### src/sv/amfc_pkg.sv
`default_nettype none

package amfc_pkg;

    localparam int NUM_INPUT_CH = 8;
    localparam int CH_W         = 3;
    localparam int SAMPLE_W     = 16;
    localparam int MASK_W       = 8;
    localparam int COUNT_W      = 24;
    localparam int REG_IDX_W    = 2;
    localparam int REG_DATA_W   = 24;

    localparam logic [REG_IDX_W-1:0] REG_CHANNEL_MASK    = 2'd0;
    localparam logic [REG_IDX_W-1:0] REG_FRAME_COUNT     = 2'd1;
    localparam logic [REG_IDX_W-1:0] REG_CONTINUOUS_MODE = 2'd2;

    localparam logic ACT_START = 1'b0;
    localparam logic ACT_TICK  = 1'b1;

    localparam logic KIND_SAMPLE  = 1'b0;
    localparam logic KIND_OVERRUN = 1'b1;

    localparam logic [MASK_W-1:0] MASK_RESET = 8'hFF;

    typedef logic signed [SAMPLE_W-1:0] sample_t;

    typedef struct packed {
        logic    action;
        logic    overlap;
        sample_t chan0;
        sample_t chan1;
        sample_t chan2;
        sample_t chan3;
        sample_t chan4;
        sample_t chan5;
        sample_t chan6;
        sample_t chan7;
    } item_t;

    typedef struct packed {
        logic            kind;
        logic [CH_W-1:0] channel;
        sample_t         sample_value;
        logic            last_in_frame;
        logic            capture_done;
    } result_t;

endpackage

`default_nettype wire

### src/sv/amfc_item_if.sv
`default_nettype none

interface amfc_item_if;
    logic                valid;
    logic                ready;
    amfc_pkg::item_t     data;

    modport source (output valid, output data, input ready);
    modport sink   (input valid, input data, output ready);
endinterface

`default_nettype wire

### src/sv/amfc_result_if.sv
`default_nettype none

interface amfc_result_if;
    logic                valid;
    logic                ready;
    amfc_pkg::result_t   data;

    modport source (output valid, output data, input ready);
    modport sink   (input valid, input data, output ready);
endinterface

`default_nettype wire

### src/sv/adc_masked_frame_capture.sv
// Channel  | Dir | Payload                                          | Beats per item
// ---------+-----+--------------------------------------------------+---------------
// item     | in  | action, overlap, chan0..chan7                    | 1
// result   | out | kind, channel, sample_value, last_in_frame, done | 0, 1 or up to 8
// wr_*     | in  | wr_index, wr_data (channel_mask, frame_count, mode) | 1
//
// An item is decoded and its state update applied in the cycle it is accepted.
// Its results leave one beat per cycle, while result.ready holds, through a single
// output register, which loads a new beat whenever it is empty or being taken.
// The next item is taken in the cycle its predecessor's last beat is loaded.
// Reset restores the register defaults, clears the counter, flag and stored frame.
// A stalled result holds the output register and the frame in flight.
`default_nettype none

module adc_masked_frame_capture #(
    parameter int NUM_CHANNELS = 8
) (
    input  wire logic                                clk,
    input  wire logic                                rst_n,
    amfc_item_if.sink                                item,
    amfc_result_if.source                            result,
    input  wire logic                                wr_en,
    input  wire logic [amfc_pkg::REG_IDX_W-1:0]      wr_index,
    input  wire logic [amfc_pkg::REG_DATA_W-1:0]     wr_data
);

    localparam int CHAN_LIMIT = (NUM_CHANNELS < amfc_pkg::NUM_INPUT_CH) ?
                                NUM_CHANNELS : amfc_pkg::NUM_INPUT_CH;
    localparam logic [amfc_pkg::MASK_W-1:0] LIMIT_MASK =
        amfc_pkg::MASK_W'((9'd1 << CHAN_LIMIT) - 9'd1);

    logic [amfc_pkg::MASK_W-1:0]   channel_mask_reg;
    logic [amfc_pkg::COUNT_W-1:0]  frame_count_reg;
    logic                          continuous_mode_reg;

    logic [amfc_pkg::COUNT_W-1:0]  frames_left_reg, frames_left_next;
    logic                          overrun_seen_reg, overrun_seen_next;
    amfc_pkg::sample_t             prev_frame_reg [amfc_pkg::NUM_INPUT_CH];
    amfc_pkg::sample_t             prev_frame_next [amfc_pkg::NUM_INPUT_CH];

    amfc_pkg::sample_t             job_frame_reg [amfc_pkg::NUM_INPUT_CH];
    amfc_pkg::sample_t             job_frame_next [amfc_pkg::NUM_INPUT_CH];
    logic [amfc_pkg::MASK_W-1:0]   job_bits_reg, job_bits_next;
    logic                          job_ovr_reg, job_ovr_next;
    logic                          job_done_reg, job_done_next;

    amfc_pkg::result_t             out_data_reg, out_data_next;
    logic                          out_valid_reg, out_valid_next;

    amfc_pkg::sample_t             cur_frame [amfc_pkg::NUM_INPUT_CH];
    logic [amfc_pkg::CH_W-1:0]     sel;
    logic [amfc_pkg::MASK_W-1:0]   remaining;
    logic                          job_active;
    logic                          last_beat;
    logic                          out_load;
    logic                          emit;
    logic                          item_fire;

    assign cur_frame[0] = item.data.chan0;
    assign cur_frame[1] = item.data.chan1;
    assign cur_frame[2] = item.data.chan2;
    assign cur_frame[3] = item.data.chan3;
    assign cur_frame[4] = item.data.chan4;
    assign cur_frame[5] = item.data.chan5;
    assign cur_frame[6] = item.data.chan6;
    assign cur_frame[7] = item.data.chan7;

    // pick lowest pending channel
    always_comb
    begin
        sel = '0;
        for (int i = amfc_pkg::NUM_INPUT_CH - 1; i >= 0; i--)
        begin
            if (job_bits_reg[i])
            begin
                sel = amfc_pkg::CH_W'(i);
            end
        end
    end

    assign remaining  = job_bits_reg & (job_bits_reg - amfc_pkg::MASK_W'(1));
    assign job_active = job_ovr_reg || (job_bits_reg != '0);
    assign last_beat  = job_ovr_reg || (remaining == '0);
    assign out_load   = !out_valid_reg || result.ready;
    assign emit       = job_active && out_load;
    assign item.ready = !job_active || (out_load && last_beat);
    assign item_fire  = item.valid && item.ready;

    assign result.valid = out_valid_reg;
    assign result.data  = out_data_reg;

    always_comb
    begin
        out_data_next  = out_data_reg;
        out_valid_next = out_valid_reg;
        if (emit)
        begin
            out_valid_next = 1'b1;
            if (job_ovr_reg)
            begin
                out_data_next.kind          = amfc_pkg::KIND_OVERRUN;
                out_data_next.channel       = '0;
                out_data_next.sample_value  = '0;
                out_data_next.last_in_frame = 1'b1;
                out_data_next.capture_done  = 1'b0;
            end
            else
            begin
                out_data_next.kind          = amfc_pkg::KIND_SAMPLE;
                out_data_next.channel       = sel;
                out_data_next.sample_value  = job_frame_reg[sel];
                out_data_next.last_in_frame = last_beat;
                out_data_next.capture_done  = job_done_reg && last_beat;
            end
        end
        else if (out_load)
        begin
            out_valid_next = 1'b0;
        end
    end

    always_comb
    begin
        frames_left_next  = frames_left_reg;
        overrun_seen_next = overrun_seen_reg;
        prev_frame_next   = prev_frame_reg;
        job_frame_next    = job_frame_reg;
        job_bits_next     = job_bits_reg;
        job_ovr_next      = job_ovr_reg;
        job_done_next     = job_done_reg;

        if (emit)
        begin
            job_bits_next = job_ovr_reg ? job_bits_reg : remaining;
            job_ovr_next  = 1'b0;
        end

        if (item_fire)
        begin
            unique case (item.data.action)
                amfc_pkg::ACT_START:
                begin
                    frames_left_next  = frame_count_reg;
                    overrun_seen_next = 1'b0;
                end
                amfc_pkg::ACT_TICK:
                begin
                    if (item.data.overlap)
                    begin
                        overrun_seen_next = 1'b1;
                        if (!continuous_mode_reg)
                        begin
                            frames_left_next = '0;
                        end
                        job_ovr_next  = 1'b1;
                        job_bits_next = '0;
                    end
                    else if (continuous_mode_reg)
                    begin
                        job_frame_next  = prev_frame_reg;
                        job_bits_next   = channel_mask_reg & LIMIT_MASK;
                        job_done_next   = 1'b0;
                        prev_frame_next = cur_frame;
                    end
                    else if (frames_left_reg != '0)
                    begin
                        frames_left_next = frames_left_reg - amfc_pkg::COUNT_W'(1);
                        job_frame_next   = cur_frame;
                        job_bits_next    = channel_mask_reg & LIMIT_MASK;
                        job_done_next    = (frames_left_reg == amfc_pkg::COUNT_W'(1));
                    end
                end
            endcase
        end
    end

    always_ff @(posedge clk or negedge rst_n)
    begin
        if (!rst_n)
        begin
            channel_mask_reg    <= amfc_pkg::MASK_RESET;
            frame_count_reg     <= '0;
            continuous_mode_reg <= 1'b0;
        end
        else if (wr_en)
        begin
            unique case (wr_index)
                amfc_pkg::REG_CHANNEL_MASK:
                    channel_mask_reg <= wr_data[amfc_pkg::MASK_W-1:0];
                amfc_pkg::REG_FRAME_COUNT:
                    frame_count_reg <= wr_data[amfc_pkg::COUNT_W-1:0];
                amfc_pkg::REG_CONTINUOUS_MODE:
                    continuous_mode_reg <= wr_data[0];
                default:
                begin
                end
            endcase
        end
    end

    always_ff @(posedge clk or negedge rst_n)
    begin
        if (!rst_n)
        begin
            frames_left_reg  <= '0;
            overrun_seen_reg <= 1'b0;
            job_bits_reg     <= '0;
            job_ovr_reg      <= 1'b0;
            out_valid_reg    <= 1'b0;
            for (int i = 0; i < amfc_pkg::NUM_INPUT_CH; i++)
            begin
                prev_frame_reg[i] <= '0;
            end
        end
        else
        begin
            frames_left_reg  <= frames_left_next;
            overrun_seen_reg <= overrun_seen_next;
            job_bits_reg     <= job_bits_next;
            job_ovr_reg      <= job_ovr_next;
            out_valid_reg    <= out_valid_next;
            prev_frame_reg   <= prev_frame_next;
        end
    end

    always_ff @(posedge clk)
    begin
        job_frame_reg <= job_frame_next;
        job_done_reg  <= job_done_next;
        out_data_reg  <= out_data_next;
    end

endmodule

`default_nettype wire

### src/flat_wrapper.sv
// flat-port wrapper written by rule: the top's interface ports become plain ports
module adc_masked_frame_capture_flat 
#(
    parameter int NUM_CHANNELS = 8
)
  (clk, rst_n, wr_en, wr_index, wr_data, item_valid, item_data, item_ready, result_valid, result_data, result_ready);
  amfc_item_if item_i ();
  amfc_result_if result_i ();
  input  wire logic clk;
  input  wire logic rst_n;
  input  wire logic wr_en;
  input  wire logic [amfc_pkg::REG_IDX_W-1:0] wr_index;
  input  wire logic [amfc_pkg::REG_DATA_W-1:0] wr_data;
  input wire logic [$bits(item_i.valid)-1:0] item_valid;
  input wire logic [$bits(item_i.data)-1:0] item_data;
  output wire logic [$bits(item_i.ready)-1:0] item_ready;
  output wire logic [$bits(result_i.valid)-1:0] result_valid;
  output wire logic [$bits(result_i.data)-1:0] result_data;
  input wire logic [$bits(result_i.ready)-1:0] result_ready;
  assign item_i.valid = item_valid;
  assign item_i.data = item_data;
  assign item_ready = item_i.ready;
  assign result_valid = result_i.valid;
  assign result_data = result_i.data;
  assign result_i.ready = result_ready;
  adc_masked_frame_capture #(.NUM_CHANNELS(NUM_CHANNELS)) u_core (.clk(clk), .rst_n(rst_n), .item(item_i), .result(result_i), .wr_en(wr_en), .wr_index(wr_index), .wr_data(wr_data));
endmodule
### config.mk
export PLATFORM = sky130hd
export DESIGN_NAME = adc_masked_frame_capture_flat
export DESIGN_NICKNAME = d
export VERILOG_FILES = /design/src/sv/amfc_pkg.sv /design/src/sv/amfc_item_if.sv /design/src/sv/amfc_result_if.sv /design/src/sv/adc_masked_frame_capture.sv /design/src/flat_wrapper.sv
export SDC_FILE = /design/constraint.sdc
export NUM_CORES = 1
export LEC_CHECK = 0
export BUFFER_PORTS_ARGS = -buffer_cell sky130_fd_sc_hd__buf_2
export CORE_MARGIN = 5
export CORE_UTILIZATION = 25
export DETAILED_ROUTE_END_ITERATION = 7
export GPL_TIMING_DRIVEN = 0
export HOLD_SLACK_MARGIN = 0.05
export PLACE_DENSITY = 0.52
export SYNTH_ARGS = -nofsm -noshare
export SYNTH_HDL_FRONTEND = slang
export SYNTH_SLANG_ARGS = --single-unit
### constraint.sdc
create_clock -name clk -period 13.77 [get_ports clk]
set_input_delay 0.6885 -clock clk [delete_from_list [all_inputs] [get_ports clk]]
set_output_delay 0.6885 -clock clk [all_outputs]
set_load 0.02 [all_outputs]
==> flow_summary.html <==
<table>
<tr><th>Metric</th><th>Value</th></tr>
<tr><th colspan="2">Floorplan</th></tr>
<tr><td>Die extent in x</td><td>approximately 260 um</td></tr>
<tr><td>Die Area</td><td>around 0.066 mm2</td></tr>
<tr><td>Effective utilization at floorplan</td><td>around 25%</td></tr>
<tr><td>Chip Height</td><td>about 260 um</td></tr>
<tr><td>Placeable core region</td><td>between 0.06 and 0.07 mm2</td></tr>
<tr><td># IOs</td><td>between 150 and 200</td></tr>
<tr><td>Number of rows in the core area</td><td>90</td></tr>
<tr><th colspan="2">Routing</th></tr>
<tr><td>Number of iterations in the first detailed-routing pass</td><td>5</td></tr>
<tr><td>ANT nets after route</td><td>0</td></tr>
<tr><td>Post-detailed-route via-to-cell ratio</td><td>approximately 4.7</td></tr>
<tr><td>DRC violation count after routing</td><td>0</td></tr>
<tr><td>Initial detailed-routing violation count</td><td>about 650</td></tr>
<tr><td>Total via count after detailed routing</td><td>9,576</td></tr>
<tr><td>Routed wire length per instance</td><td>21.97 um</td></tr>
<tr><td>WL final</td><td>about 44 mm</td></tr>
<tr><th colspan="2">Logic synthesis</th></tr>
<tr><td>Count leader, synth</td><td>sky130_fd_sc_hd__mux2_2</td></tr>
<tr><td>Commonest cells post-synth</td><td>222 x sky130_fd_sc_hd__mux2_2, 187 x sky130_fd_sc_hd__dfrtp_1, 151 x sky130_fd_sc_hd__edfxtp_1</td></tr>
<tr><td>Gate Count Post-Synth</td><td>965</td></tr>
<tr><td>Avg Inst Size Synth</td><td>between 15 and 20 um2</td></tr>
<tr><td>Share of the synthesized area in compound gates (AO/OA/AOI/OAI)</td><td>roughly 7%</td></tr>
<tr><td>Number of enable flip-flop cells after synthesis</td><td>about 150</td></tr>
<tr><td>Top_reg_cell synth</td><td>sky130_fd_sc_hd__dfrtp_1</td></tr>
<tr><td>Net count of the mapped netlist</td><td>1,128</td></tr>
<tr><td>Syn. warnings</td><td>0</td></tr>
<tr><td>Largest cells by area after synthesis</td><td>sky130_fd_sc_hd__dfrtp_1 31%, sky130_fd_sc_hd__edfxtp_1 30%, sky130_fd_sc_hd__mux2_2 16%</td></tr>
<tr><td>Fraction of the mapped netlist area in simple logic gates</td><td>approximately 3.6%</td></tr>
<tr><td>Mux contribution to synthesized area</td><td>a little over a quarter</td></tr>
<tr><td>Dominant combinational cell family by area after synthesis</td><td>multiplexers</td></tr>
<tr><td>Synth cell types</td><td>58</td></tr>
<tr><td>Synthesized flop and latch total</td><td>~350</td></tr>
<tr><td>Post-synthesis xor/xnor area fraction</td><td>0%</td></tr>
<tr><td>Synth Area in Adders</td><td>0.1633%</td></tr>
<tr><td>Cell area after technology mapping</td><td>0.01533 mm2</td></tr>
<tr><td>Area share of the largest cell type after synthesis</td><td>30.53%</td></tr>
<tr><td>Ys async rst share</td><td>a little under three fifths</td></tr>
<tr><td>Cell type contributing the most total cell area after synthesis</td><td>sky130_fd_sc_hd__dfrtp_1</td></tr>
<tr><td>Fraction of the yosys area taken by sequential cells</td><td>between 60% and 70%</td></tr>
<tr><th colspan="2">Timing</th></tr>
<tr><td>Hold Slack</td><td>roughly 0.36 ns</td></tr>
<tr><td>Final max-slew violation count</td><td>0</td></tr>
<tr><td>Setup violation total in the final timing report</td><td>0</td></tr>
<tr><td>Max Freq</td><td>291.5 MHz</td></tr>
<tr><td>Min Clock Period, post-route</td><td>3.431 ns</td></tr>
<tr><td>Smallest setup slack after layout</td><td>10.34 ns</td></tr>
<tr><td>Final clock period utilization by the worst path</td><td>about 25%</td></tr>
<tr><td>Unrepaired setup endpoints after global routing</td><td>false</td></tr>
<tr><td>Slew @ Worst Pin</td><td>1.113 ns</td></tr>
<tr><td>Final worst clock skew</td><td>around 0.018 ns</td></tr>
<tr><td>Number of failing hold endpoints at the final stage</td><td>0</td></tr>
<tr><td>Relative max-transition margin</td><td>about 25%</td></tr>
<tr><td>Setup TNS Final</td><td>0 ns</td></tr>
<tr><th colspan="2">Global routing</th></tr>
<tr><td>Largest net degree at the start of global routing</td><td>between 80 and 90</td></tr>
<tr><td>Residual overflow from global routing</td><td>0</td></tr>
<tr><td>Global-route wire length before repair</td><td>~67 mm</td></tr>
<tr><td>Number of global-route vias before repair</td><td>a little over 10,000</td></tr>
<tr><td>All-layer global routing usage</td><td>roughly an eighth</td></tr>
<tr><td>Initial antenna violation count</td><td>16</td></tr>
<tr><th colspan="2">CTS</th></tr>
<tr><td>Root Buffer Master</td><td>sky130_fd_sc_hd__clkbuf_16</td></tr>
<tr><td>Clk_lat worst skew</td><td>between 0.5 and 0.6 ns</td></tr>
<tr><td>Num CTS Buffers</td><td>42</td></tr>
<tr><td>H-Tree Level Count</td><td>2</td></tr>
<tr><td>CTS Hold Buffers Added</td><td>1</td></tr>
<tr><td>Buffer count from post-CTS setup fixing</td><td>0</td></tr>
<tr><td>Sink Count</td><td>346</td></tr>
<tr><td>CTS tree</td><td>built</td></tr>
<tr><td>Register clock-pin slew on the reported worst setup and hold paths</td><td>around 0.060 ns</td></tr>
<tr><td>Maximum count of clock buffers along a single path</td><td>3</td></tr>
<tr><td>Number of instances resized during post-cts repair</td><td>0</td></tr>
<tr><th colspan="2">Finish</th></tr>
<tr><td>Net count reported at finish</td><td>about 1,400</td></tr>
<tr><td>Fraction of layout instances using a drive strength above 1</td><td>between 40% and 50%</td></tr>
<tr><td>Area Overhead vs Synth</td><td>22.91%</td></tr>
<tr><td>Final standard cell area without fillers</td><td>0.01884 mm2</td></tr>
<tr><td>Final core utilization</td><td>between 30% and 40%</td></tr>
<tr><td>Non-filler instance count after layout</td><td>slightly above 2,000</td></tr>
<tr><th colspan="2">Min path</th></tr>
<tr><td>Instance count along the most critical hold path</td><td>2</td></tr>
<tr><td>HP Class</td><td>input pin to flop</td></tr>
<tr><td>End point of the most critical hold path</td><td>u_core.prev_frame_reg[29]</td></tr>
<tr><td>Hold Path Origin</td><td>item_data[29]</td></tr>
<tr><th colspan="2">Setup path</th></tr>
<tr><td>Worst Setup Path Type</td><td>flop to flop</td></tr>
<tr><td>Register-to-register path setup slack</td><td>approximately 10 ns</td></tr>
<tr><td>Highest net fanout along the worst path</td><td>23</td></tr>
<tr><td>Destination of the worst register-to-register timing path</td><td>u_core.job_frame_reg[83]</td></tr>
<tr><td>Type of origin of the critical path</td><td>flop</td></tr>
<tr><td>Kind of end point of the critical path</td><td>flop</td></tr>
<tr><td>Path depth of the worst reg2reg path</td><td>9</td></tr>
<tr><td>WP data arrival</td><td>~3.7 ns</td></tr>
<tr><td>Worst Path Required</td><td>14.07 ns</td></tr>
<tr><td>R2R Path Start</td><td>u_core.frames_left_reg[0]</td></tr>
<tr><th colspan="2">Placed design</th></tr>
<tr><td>HPWL after DPL</td><td>31.83 mm</td></tr>
<tr><td>Number of placed cells counting well taps</td><td>1,940</td></tr>
<tr><td>Port buffer count</td><td>around 180</td></tr>
<tr><td>Worst setup slack after placement</td><td>10.41 ns</td></tr>
<tr><td>Gpl congestion</td><td>0.8291</td></tr>
<tr><td>Area of placed instances</td><td>0.01747 mm2</td></tr>
<tr><th colspan="2">Pwr</th></tr>
<tr><td>Leakage power</td><td>between 7 and 8 nW</td></tr>
<tr><td>Cell Pwr Density</td><td>221.4 mW/mm2</td></tr>
<tr><td>Total power after layout</td><td>4.171 mW</td></tr>
<tr><td>Peak supply drop</td><td>around 0.11 mV</td></tr>
<tr><th colspan="2">Flow run</th></tr>
<tr><td>Maximum Capacitance Violations</td><td>0</td></tr>
<tr><th colspan="2">Status</th></tr>
<tr><td>Run status</td><td>finished clean</td></tr>
</table>
==> worst max path at each step <==
stage,startpoint,end,cells past startpoint
floorplan,u_core.job_bits_reg[2],u_core.job_bits_reg[0],6
global placement,u_core.job_bits_reg[2],u_core.job_bits_reg[0],6
detailed placement,result_ready,u_core.prev_frame_reg[35],8
CTS,u_core.frames_left_reg[0],u_core.job_frame_reg[83],9
global route,u_core.frames_left_reg[0],u_core.job_frame_reg[83],9
finish,u_core.frames_left_reg[0],u_core.job_frame_reg[83],9
==> power breakdown <==
part	total [mW]	leakage, nW	internal (mW)	switching (mW)
clock network	1.08	0.652	0.638	0.447
registers	1.69	3.77	1.51	0.183
logic	1.39	2.92	0.656	0.737
total	4.17	7.34	2.80	1.37
==> cells in the final DEF (no fill, tap or decap), types with 8 or more instances in the layout <==
cell type,Yosys,routed
sky130_fd_sc_hd__buf_2,17,200
sky130_fd_sc_hd__mux2_2,222,222
sky130_fd_sc_hd__mux2_1,67,67
sky130_fd_sc_hd__clkinv_2,0,8
sky130_fd_sc_hd__nor2_1,14,13
sky130_fd_sc_hd__nand2_1,14,14
sky130_fd_sc_hd__inv_1,10,10
sky130_fd_sc_hd__dfrtp_1,187,187
sky130_fd_sc_hd__o221ai_1,10,10
sky130_fd_sc_hd__o211ai_1,13,13
sky130_fd_sc_hd__dfstp_2,8,8
sky130_fd_sc_hd__a21oi_1,13,12
sky130_fd_sc_hd__mux4_2,32,32
sky130_fd_sc_hd__a32o_1,8,8
sky130_fd_sc_hd__a22o_1,26,26
sky130_fd_sc_hd__nor3_1,15,15
sky130_fd_sc_hd__clkbuf_16,0,43
sky130_fd_sc_hd__nor4_1,15,15
sky130_fd_sc_hd__clkbuf_1,39,49
sky130_fd_sc_hd__edfxtp_1,151,151
sky130_fd_sc_hd__o2bb2ai_1,12,12
==> critical path, stage by stage (launching register included) <==
cell,delay (ns)
sky130_fd_sc_hd__dfrtp_1,0.41
sky130_fd_sc_hd__inv_1,0.13
sky130_fd_sc_hd__ha_1,0.23
sky130_fd_sc_hd__nor3b_1,0.60
sky130_fd_sc_hd__nand2_1,0.35
sky130_fd_sc_hd__o41ai_1,0.63
sky130_fd_sc_hd__a21oi_4,0.18
sky130_fd_sc_hd__buf_16,0.25
sky130_fd_sc_hd__buf_12,0.17
sky130_fd_sc_hd__buf_16,0.18
==> cells by family after synthesis <==
| kind of cell | count (synthesis) |
|---|---|
| AOI/OAI and AO/OA | 128 |
| DFF | 346 |
| adders and majority gates | 2 |
| and+or+nand+nor | 98 |
| muxes | 323 |
| buffers and inverters | 68 |
==> metal layers <==
layer  vias up  share of wire (%)  GRT usage [%]
met1      4892                 45          18.38
met2       305                 46          21.19
met4         8                2.4          3.426
met5         -               0.10              0
li1       4290                  -              -
met3        81                6.3          3.185
==> layout make-up <==
type | instances | area [um2]
antenna | 5 | 12.51
buffer | 58 | 246.5
clock inverter | 24 | 220.2
clock buffer | 54 | 1127
timing repair buffer | 194 | 1154
sequential | 346 | 9424
inverter | 10 | 37.54
tap | 782 | 978.4
multi-input combinational | 551 | 5637
fill | 6027 | 41750
Power figures use the tool's default switching activity.
